$ cat src/design/tdmh_pkg.sv
// ----------------------------------------------------------------------------
// tdmh_pkg
// Shared types and codes of the timer deadline min-heap: the heap entry,
// result status codes, datapath operation codes and control/status bundles.
// ----------------------------------------------------------------------------
package tdmh_pkg;

    localparam int TIME_W = 48;
    localparam int ID_W   = 16;
    localparam int ARG_W  = 32;
    localparam int PE_W   = 16;

    typedef struct packed {
        logic [TIME_W-1:0] deadline;
        logic [ID_W-1:0]   handler;
        logic [ARG_W-1:0]  arg;
        logic [PE_W-1:0]   pe;
    } entry_t;

    typedef logic [1:0] status_t;

    localparam status_t ST_SCHEDULED = 2'd0;
    localparam status_t ST_FULL      = 2'd1;
    localparam status_t ST_DUE       = 2'd2;
    localparam status_t ST_NONE      = 2'd3;

    typedef logic [3:0] op_t;

    localparam op_t OP_NONE       = 4'd0;
    localparam op_t OP_ACCEPT     = 4'd1;
    localparam op_t OP_SCHED      = 4'd2;
    localparam op_t OP_RD_PARENT  = 4'd3;
    localparam op_t OP_UP_MOVE    = 4'd4;
    localparam op_t OP_WR_CUR     = 4'd5;
    localparam op_t OP_RD_ROOT    = 4'd6;
    localparam op_t OP_POP        = 4'd7;
    localparam op_t OP_LOAD_LAST  = 4'd8;
    localparam op_t OP_RD_LEFT    = 4'd9;
    localparam op_t OP_TAKE_LEFT  = 4'd10;
    localparam op_t OP_TAKE_RIGHT = 4'd11;
    localparam op_t OP_DOWN_MOVE  = 4'd12;
    localparam op_t OP_EMIT       = 4'd13;

    typedef struct packed {
        op_t     op;
        status_t res_status;
        logic    res_pend;
        logic    res_last;
    } cmd_t;

    typedef struct packed {
        logic full;
        logic count_zero;
        logic hole_root;
        logic up_less;
        logic due;
        logic pend_valid;
        logic child_over;
        logic right_exists;
        logic right_less;
        logic down_stop;
        logic out_free;
    } stat_t;

endpackage

$ cat src/design/tdmh_ctrl.sv
// ----------------------------------------------------------------------------
// tdmh_ctrl
// Sequencer of the timer heap: accepts requests, walks sift-up for a
// schedule and repeated pop plus sift-down for an expire, and issues results.
// ----------------------------------------------------------------------------
module tdmh_ctrl (
    input  logic            clk,
    input  logic            rst_n,
    input  logic            in_valid,
    output logic            in_ready,
    input  logic            kind,
    input  tdmh_pkg::stat_t stat,
    output tdmh_pkg::cmd_t  cmd
);
    import tdmh_pkg::*;

    localparam logic [3:0] S_IDLE      = 4'd0;
    localparam logic [3:0] S_SCH       = 4'd1;
    localparam logic [3:0] S_UP_CHK    = 4'd2;
    localparam logic [3:0] S_UP_CMP    = 4'd3;
    localparam logic [3:0] S_SCH_EMIT  = 4'd4;
    localparam logic [3:0] S_FULL_EMIT = 4'd5;
    localparam logic [3:0] S_EX_RD     = 4'd6;
    localparam logic [3:0] S_EX_TEST   = 4'd7;
    localparam logic [3:0] S_EX_MID    = 4'd8;
    localparam logic [3:0] S_POP_LAST  = 4'd9;
    localparam logic [3:0] S_SD_CHK    = 4'd10;
    localparam logic [3:0] S_SD_LEFT   = 4'd11;
    localparam logic [3:0] S_SD_RIGHT  = 4'd12;
    localparam logic [3:0] S_SD_DEC    = 4'd13;
    localparam logic [3:0] S_EX_FINAL  = 4'd14;

    logic [3:0] state_reg, state_next;

    assign in_ready = (state_reg == S_IDLE);

    always_comb
    begin
        state_next     = state_reg;
        cmd.op         = OP_NONE;
        cmd.res_status = ST_SCHEDULED;
        cmd.res_pend   = 1'b0;
        cmd.res_last   = 1'b1;

        case (state_reg)
            S_IDLE:
            begin
                if (in_valid)
                begin
                    cmd.op     = OP_ACCEPT;
                    state_next = kind ? S_EX_RD : S_SCH;
                end
            end
            S_SCH:
            begin
                if (stat.full)
                begin
                    state_next = S_FULL_EMIT;
                end
                else
                begin
                    cmd.op     = OP_SCHED;
                    state_next = S_UP_CHK;
                end
            end
            S_UP_CHK:
            begin
                if (stat.hole_root)
                begin
                    cmd.op     = OP_WR_CUR;
                    state_next = S_SCH_EMIT;
                end
                else
                begin
                    cmd.op     = OP_RD_PARENT;
                    state_next = S_UP_CMP;
                end
            end
            S_UP_CMP:
            begin
                if (stat.up_less)
                begin
                    cmd.op     = OP_UP_MOVE;
                    state_next = S_UP_CHK;
                end
                else
                begin
                    cmd.op     = OP_WR_CUR;
                    state_next = S_SCH_EMIT;
                end
            end
            S_SCH_EMIT:
            begin
                if (stat.out_free)
                begin
                    cmd.op     = OP_EMIT;
                    state_next = S_IDLE;
                end
            end
            S_FULL_EMIT:
            begin
                cmd.res_status = ST_FULL;
                if (stat.out_free)
                begin
                    cmd.op     = OP_EMIT;
                    state_next = S_IDLE;
                end
            end
            S_EX_RD:
            begin
                cmd.op     = OP_RD_ROOT;
                state_next = S_EX_TEST;
            end
            S_EX_TEST:
            begin
                if (!stat.due)
                begin
                    state_next = S_EX_FINAL;
                end
                else if (stat.pend_valid)
                begin
                    // another pop follows, so the held entry is not the last
                    state_next = S_EX_MID;
                end
                else
                begin
                    cmd.op     = OP_POP;
                    state_next = S_POP_LAST;
                end
            end
            S_EX_MID:
            begin
                cmd.res_status = ST_DUE;
                cmd.res_pend   = 1'b1;
                cmd.res_last   = 1'b0;
                if (stat.out_free)
                begin
                    cmd.op     = OP_EMIT;
                    state_next = S_EX_RD;
                end
            end
            S_POP_LAST:
            begin
                if (stat.count_zero)
                begin
                    state_next = S_EX_RD;
                end
                else
                begin
                    cmd.op     = OP_LOAD_LAST;
                    state_next = S_SD_CHK;
                end
            end
            S_SD_CHK:
            begin
                if (stat.child_over)
                begin
                    cmd.op     = OP_WR_CUR;
                    state_next = S_EX_RD;
                end
                else
                begin
                    cmd.op     = OP_RD_LEFT;
                    state_next = S_SD_LEFT;
                end
            end
            S_SD_LEFT:
            begin
                cmd.op     = OP_TAKE_LEFT;
                state_next = stat.right_exists ? S_SD_RIGHT : S_SD_DEC;
            end
            S_SD_RIGHT:
            begin
                cmd.op     = OP_TAKE_RIGHT;
                state_next = S_SD_DEC;
            end
            S_SD_DEC:
            begin
                if (stat.down_stop)
                begin
                    cmd.op     = OP_WR_CUR;
                    state_next = S_EX_RD;
                end
                else
                begin
                    cmd.op     = OP_DOWN_MOVE;
                    state_next = S_SD_CHK;
                end
            end
            S_EX_FINAL:
            begin
                cmd.res_status = stat.pend_valid ? ST_DUE : ST_NONE;
                cmd.res_pend   = stat.pend_valid;
                if (stat.out_free)
                begin
                    cmd.op     = OP_EMIT;
                    state_next = S_IDLE;
                end
            end
            default:
            begin
                state_next = S_IDLE;
            end
        endcase
    end

    always_ff @(posedge clk or negedge rst_n)
    begin
        if (!rst_n)
        begin
            state_reg <= S_IDLE;
        end
        else
        begin
            state_reg <= state_next;
        end
    end

endmodule

$ cat config.mk
export PLATFORM = sky130hd
export DESIGN_NAME = tdmh_ctrl
export DESIGN_NICKNAME = d
export VERILOG_FILES = /design/src/design/tdmh_pkg.sv /design/src/design/tdmh_ctrl.sv
export SDC_FILE = /design/constraint.sdc
export NUM_CORES = 1
export LEC_CHECK = 0
export BUFFER_PORTS_ARGS = -buffer_cell sky130_fd_sc_hd__buf_2
export CAP_MARGIN = 10
export CORE_MARGIN = 2
export CORE_UTILIZATION = 48
export DETAILED_ROUTE_END_ITERATION = 6
export PLACE_DENSITY_LB_ADDON = 0.08
export SETUP_SLACK_MARGIN = 0.4
export SYNTH_ARGS = -nofsm -noshare
export SYNTH_HDL_FRONTEND = slang
export SYNTH_SLANG_ARGS = --single-unit
$ cat constraint.sdc
create_clock -name clk -period 1.95 [get_ports clk]
set_clock_uncertainty 0.2 [all_clocks]
set_input_delay 0.0975 -clock clk [delete_from_list [all_inputs] [get_ports clk]]
set_output_delay 0.0975 -clock clk [all_outputs]
set_load 0.005 [all_outputs]
## Yosys cells after proc, flatten, opt, wreduce, memory -nomap -nowiden

Cells that the tools add are included.

| word-level totals | value |
|---|---|
| flip-flop bits (word level) | 4 |
| input bits | 15 |
| output and inout port bits | 9 |
| word-level logic and storage cells | 51 |

| cells by class | value |
|---|---|
| equal/unequal tests | 17 |
| muxes and demuxes | 29 |
| reductions and logical operators | 4 |

Operator list:

| cell | count |
|---|---|
| $pmux 4 s13 | 1 |
| $pmux 4 s12 | 1 |
| $mux 4 | 10 |
| $eq 4x4->1 const B | 7 |
| $mux 3 | 8 |
| $eq 4x3->1 const B | 4 |
| $eq 4x2->1 const B | 2 |
| $mux 1 | 6 |
| $pmux 2 s3 | 1 |
| $eq 4x1->1 const B | 1 |
| $logic_not 4->1 | 1 |
| $ne 2x2->1 const B | 2 |
| $reduce_or 4->1 | 1 |
| $reduce_and 3->1 | 1 |
| $reduce_or 3->1 | 1 |
| $mux 2 | 1 |
| $ne 2x1->1 const B | 1 |
| $pmux 1 s2 | 1 |

## Longest topological paths before layout

| depth | value |
|---|---|
| depth in word-level cells | 4 |
| gate-level depth with buffers | 7 |
| gate-level depth less buffers | 5 |

## Least setup slack after synthesis

Ideal clock, no wire load.

| path | value |
|---|---|
| path type | reg-to-reg |
| start point | register state_reg[1] |
| end point | register state_reg[1] |
| setup time | 0.130 ns |
| arrival | 1.229 ns |
| data required time | 1.620 ns |
| path slack | 0.391 ns |
| cell stages (with the launch flop) | 7 |
| path buffers | 2 |
| period minus slack after synthesis | 1.559 ns |
| cell sequence | dfrtp_1 buf_4 buf_2 a32oi_1 nor2_1 nor3_1 o22ai_1 |

| on the way | value |
|---|---|
| word-level cells in the longest chain between the ends | 4 |
| elaborated cells on any way between the ends | 21 |
| those cells by class | eq/ne: 17; mux: 1; reduce/logical: 3 |

RTL lines:

| what | RTL line | RTL |
|---|---|---|
| from (decl) | tdmh_ctrl.sv:33 | `logic [3:0] state_reg, state_next;` |
| from (signal assigned) | tdmh_ctrl.sv:215 | `state_reg <= state_next;` |
| $eq 4x4->1 / $eq 4x3->1 (equally long branches) | tdmh_ctrl.sv:45 | `case (state_reg)` |
| $reduce_or 3->1 (no source line) | - |  |
| $ne 2x1->1 (no source line) | - |  |
| $reduce_and 3->1 (no source line) | - |  |

Several ways; a longest one is shown, not always the timed one.
A chain may end at the register's enable or synchronous reset.

==> impl_metrics.env <==
export IMPL_status="completed"
export IMPL_dr_pass1_iters=4
export IMPL_final_layout_size_suffix_gt1_share_pct=55.78
export IMPL_crit_fanout=9
export IMPL_worstPathBufferInverterCount=2
export IMPL_coreArea_um2=1301
export IMPL_synthArstFlopShare_pct=100.0
export IMPL_cpPeakStageDelay_ns=0.47
export IMPL_grt_max_degree=17
export IMPL_slew_violations=0
export IMPL_synthesis_area_um2=676.9
export IMPL_max_freq_mhz=530.2
export IMPL_yosysWarnings=0
export IMPL_seq_area_frac_synth_pct=14.79
export IMPL_drcViolationCount=0
export IMPL_synthFlopType="dfrtp_1"
export IMPL_hold_violations=0
export IMPL_syn2layout_area_growth_pct=70.05
export IMPL_fp_dieW_um=41.55
export IMPL_yosys_area_top_type="dfrtp_1"
export IMPL_power_density_nw_per_um2=1297
export IMPL_cts_inserted_buffers=3
export IMPL_cts_sinks=4
export IMPL_viasPerCell=6.679
export IMPL_antenna_left=0
export IMPL_cts_tree="done"
export IMPL_p_total_mw=1.493
export IMPL_cap_violations=0
export IMPL_synth_net_count=119
export IMPL_avgSynthCellArea_um2=6.509
export IMPL_slowest_stage="dfrtp_2"
export IMPL_slew_limit_headroom_pct=78.86
export IMPL_worstPathRequired_ns=1.65
export IMPL_fp_dieH_um=41.55
export IMPL_clockRootBuffer="clkbuf_4"
export IMPL_synth_area_leaders="dfrtp_1 15%, nand2_1 10%, buf_2 5.9%, o21ai_0 5.9%, nand2b_1 5.5%"
export IMPL_grt_pass1_vias=921
export IMPL_min_period_ns=1.886
export IMPL_clockBufferDepth=2
export IMPL_cp_start_kind="flop"
export IMPL_cp_arrival_ns=1.59
export IMPL_crit_chain="buf_6 -> nand2b_1 -> nor3_2 -> o21ai_0 -> nand4_1 -> buf_2"
export IMPL_core_rowCount=13
export IMPL_layout_nets=164
export IMPL_diodes=0
export IMPL_clock_latency_ns=0.23
export IMPL_synth_cell_type_count=37
export IMPL_tns_ns=0
export IMPL_wl_per_cell_um=19.30
export IMPL_worstMarginPinSlew_ns=0.3161
export IMPL_worstSetupStartpoint="state_reg[3]"
export IMPL_ys_ff_latch=4
export IMPL_via_count=1082
export IMPL_syn_inst=104
export IMPL_grtUsageTotal_pct=30.04
export IMPL_peakVddDrop_mv=0.8303
export IMPL_leakage_nw=0.5120
export IMPL_rsz0062_at_grt="yes"
export IMPL_final_setup_viol_count=0
export IMPL_grt_first_pass_wirelength_um=4167
export IMPL_worstReg2RegStart="state_reg[2]"
export IMPL_synth_edf_count=0
export IMPL_critPathKind="reg2out"
export IMPL_grt_ovfl_total=0
export IMPL_design_area_um2=1151
export IMPL_post_dp_hpwl_um=1520
export IMPL_place_area_um2=829.5
export IMPL_antenna_found_initial=0
export IMPL_cp_top_family="simple AND/OR/NAND/NOR gates"
export IMPL_place_port_buffers=22
export IMPL_synth_top_area_share_pct=14.79
export IMPL_largest_reg_flops=4
export IMPL_clkTransAtPathRegs_ns=0.04
export IMPL_h_tree_depth=1
export IMPL_gp_congestion=0.8970
export IMPL_period_share_pct=96.72
export IMPL_start_util_pct=52.02
export IMPL_routed_wl_um=3127
export IMPL_die_area_um2=1726
export IMPL_worstHoldPathType="in2async"
export IMPL_ios=24
export IMPL_cp_end_kind="output port"
export IMPL_drt_iter0_drc=100
-- synthesized netlist by cell type (3+ instances only) --
cell / n
nor2b_1: 4
dfrtp_1: 4
nor3_1: 4
o22ai_1: 3
nand3b_1: 3
a21oi_1: 5
nand2_1: 18
buf_2: 8
nand2b_1: 6
nand3_1: 3
nor2_1: 9
o21ai_0: 8
-- worst paths after layout --
path,endpoint,slack [ns],cells past startpoint
min,state_reg[2],0.01,2
max in group asynchronous,state_reg[3],1.40,2
max reg2reg,state_reg[2],0.17,7
min reg2reg,state_reg[3],0.59,3
max,cmd[4],0.06,6
min in group clk,state_reg[3],0.08,4
-- final cells by class --
type,count,area [um^2]
sequential,4,105.1
timing repair buffer,50,367.9
tap,15,18.77
fill,63,150.1
clock buffer,3,22.52
multi-input combinational,88,629.4
inverter,2,7.507
-- report_power, final --
part / switching (mW) / internal, mW / total, mW
Combinational: 0.613 / 0.593 / 1.21
Sequential: 0.0694 / 0.116 / 0.185
Clock: 0.0332 / 0.0688 / 0.102
-- cell families (layout without fill, tap and decap cells) --
family	after synthesis	in the layout	synth area share, %
AND/OR/NAND/NOR	56	56	41.96
flip-flops	4	4	14.79
multiplexers	1	1	1.663
AO/OA/AOI/OAI	30	30	30.50
XOR/XNOR	1	1	1.294
buffers and inverters	12	55	9.798
-- cell usage in the layout (no fill, tap or decap), drive strengths merged --
| cell type | n |
|---|---|
| a31oi | 1 |
| nor2b | 4 |
| o32ai | 1 |
| o21ai | 10 |
| a211o | 1 |
| nor3b | 2 |
| a21oi | 5 |
| dfrtp | 4 |
| nor4 | 1 |
| xnor2 | 1 |
| and2 | 1 |
| o21bai | 1 |
| or2 | 2 |
| a32oi | 1 |
| o32a | 1 |
| o22ai | 3 |
| nor2 | 9 |
| mux2 | 1 |
| nor3 | 5 |
| nand3 | 3 |
| dlygate4sd3 | 1 |
| buf | 49 |
| nand4 | 2 |
| a211oi | 1 |
| o22a | 1 |
| a22o | 2 |
| o211ai | 2 |
| nand2b | 6 |
| inv | 2 |
| clkbuf | 3 |
| nand2 | 18 |
| nand3b | 3 |
-- repair_timing --
action | CTS | global route
endpoints found under the hold margin | 4 | 0
setup endpoints to repair | 13 | 12
cloned | 0 | 0
setup buffers | 12 | 5
hold buffers | 1 | 0
gates resized for setup | 26 | 22
pin swaps | 8 | 15
-- through the flow --
step / setup WS (ns) / hold WS (ns) / cells / utilization (%)
2_1_floorplan: 0.4186 / -0.3981 / 104 / -
6_report: 0.06400 / 0.01168 / 162 / 88.46
3_5_place_dp: 0.1484 / -0.2922 / 141 / 63.75
3_3_place_gp: 0.1805 / -0.2990 / 141 / 63.75
5_1_grt: 0.02885 / 0.01117 / 162 / 88.46
4_1_cts: 0.1361 / 0.001571 / 157 / 78.46
-- worst reg2reg max path, stage by stage, from the launching register on --
cell	delay [ns]
dfrtp_2	0.48
buf_6	0.16
buf_6	0.12
nand3b_1	0.12
o32a_1	0.20
o211ai_2	0.09
a211oi_2	0.21
o21ai_2	0.07
-- metal layers --
layer / vias up / part of all wire (%) / track usage, %
li1: 462 / - / -
met1: 491 / 35 / 37.40
met2: 107 / 49 / 51.88
met3: 22 / 11 / 4.348
met4: 0 / 5.3 / 10.97
met5: - / 0 / 0
Power figures use the tool's default switching activity.
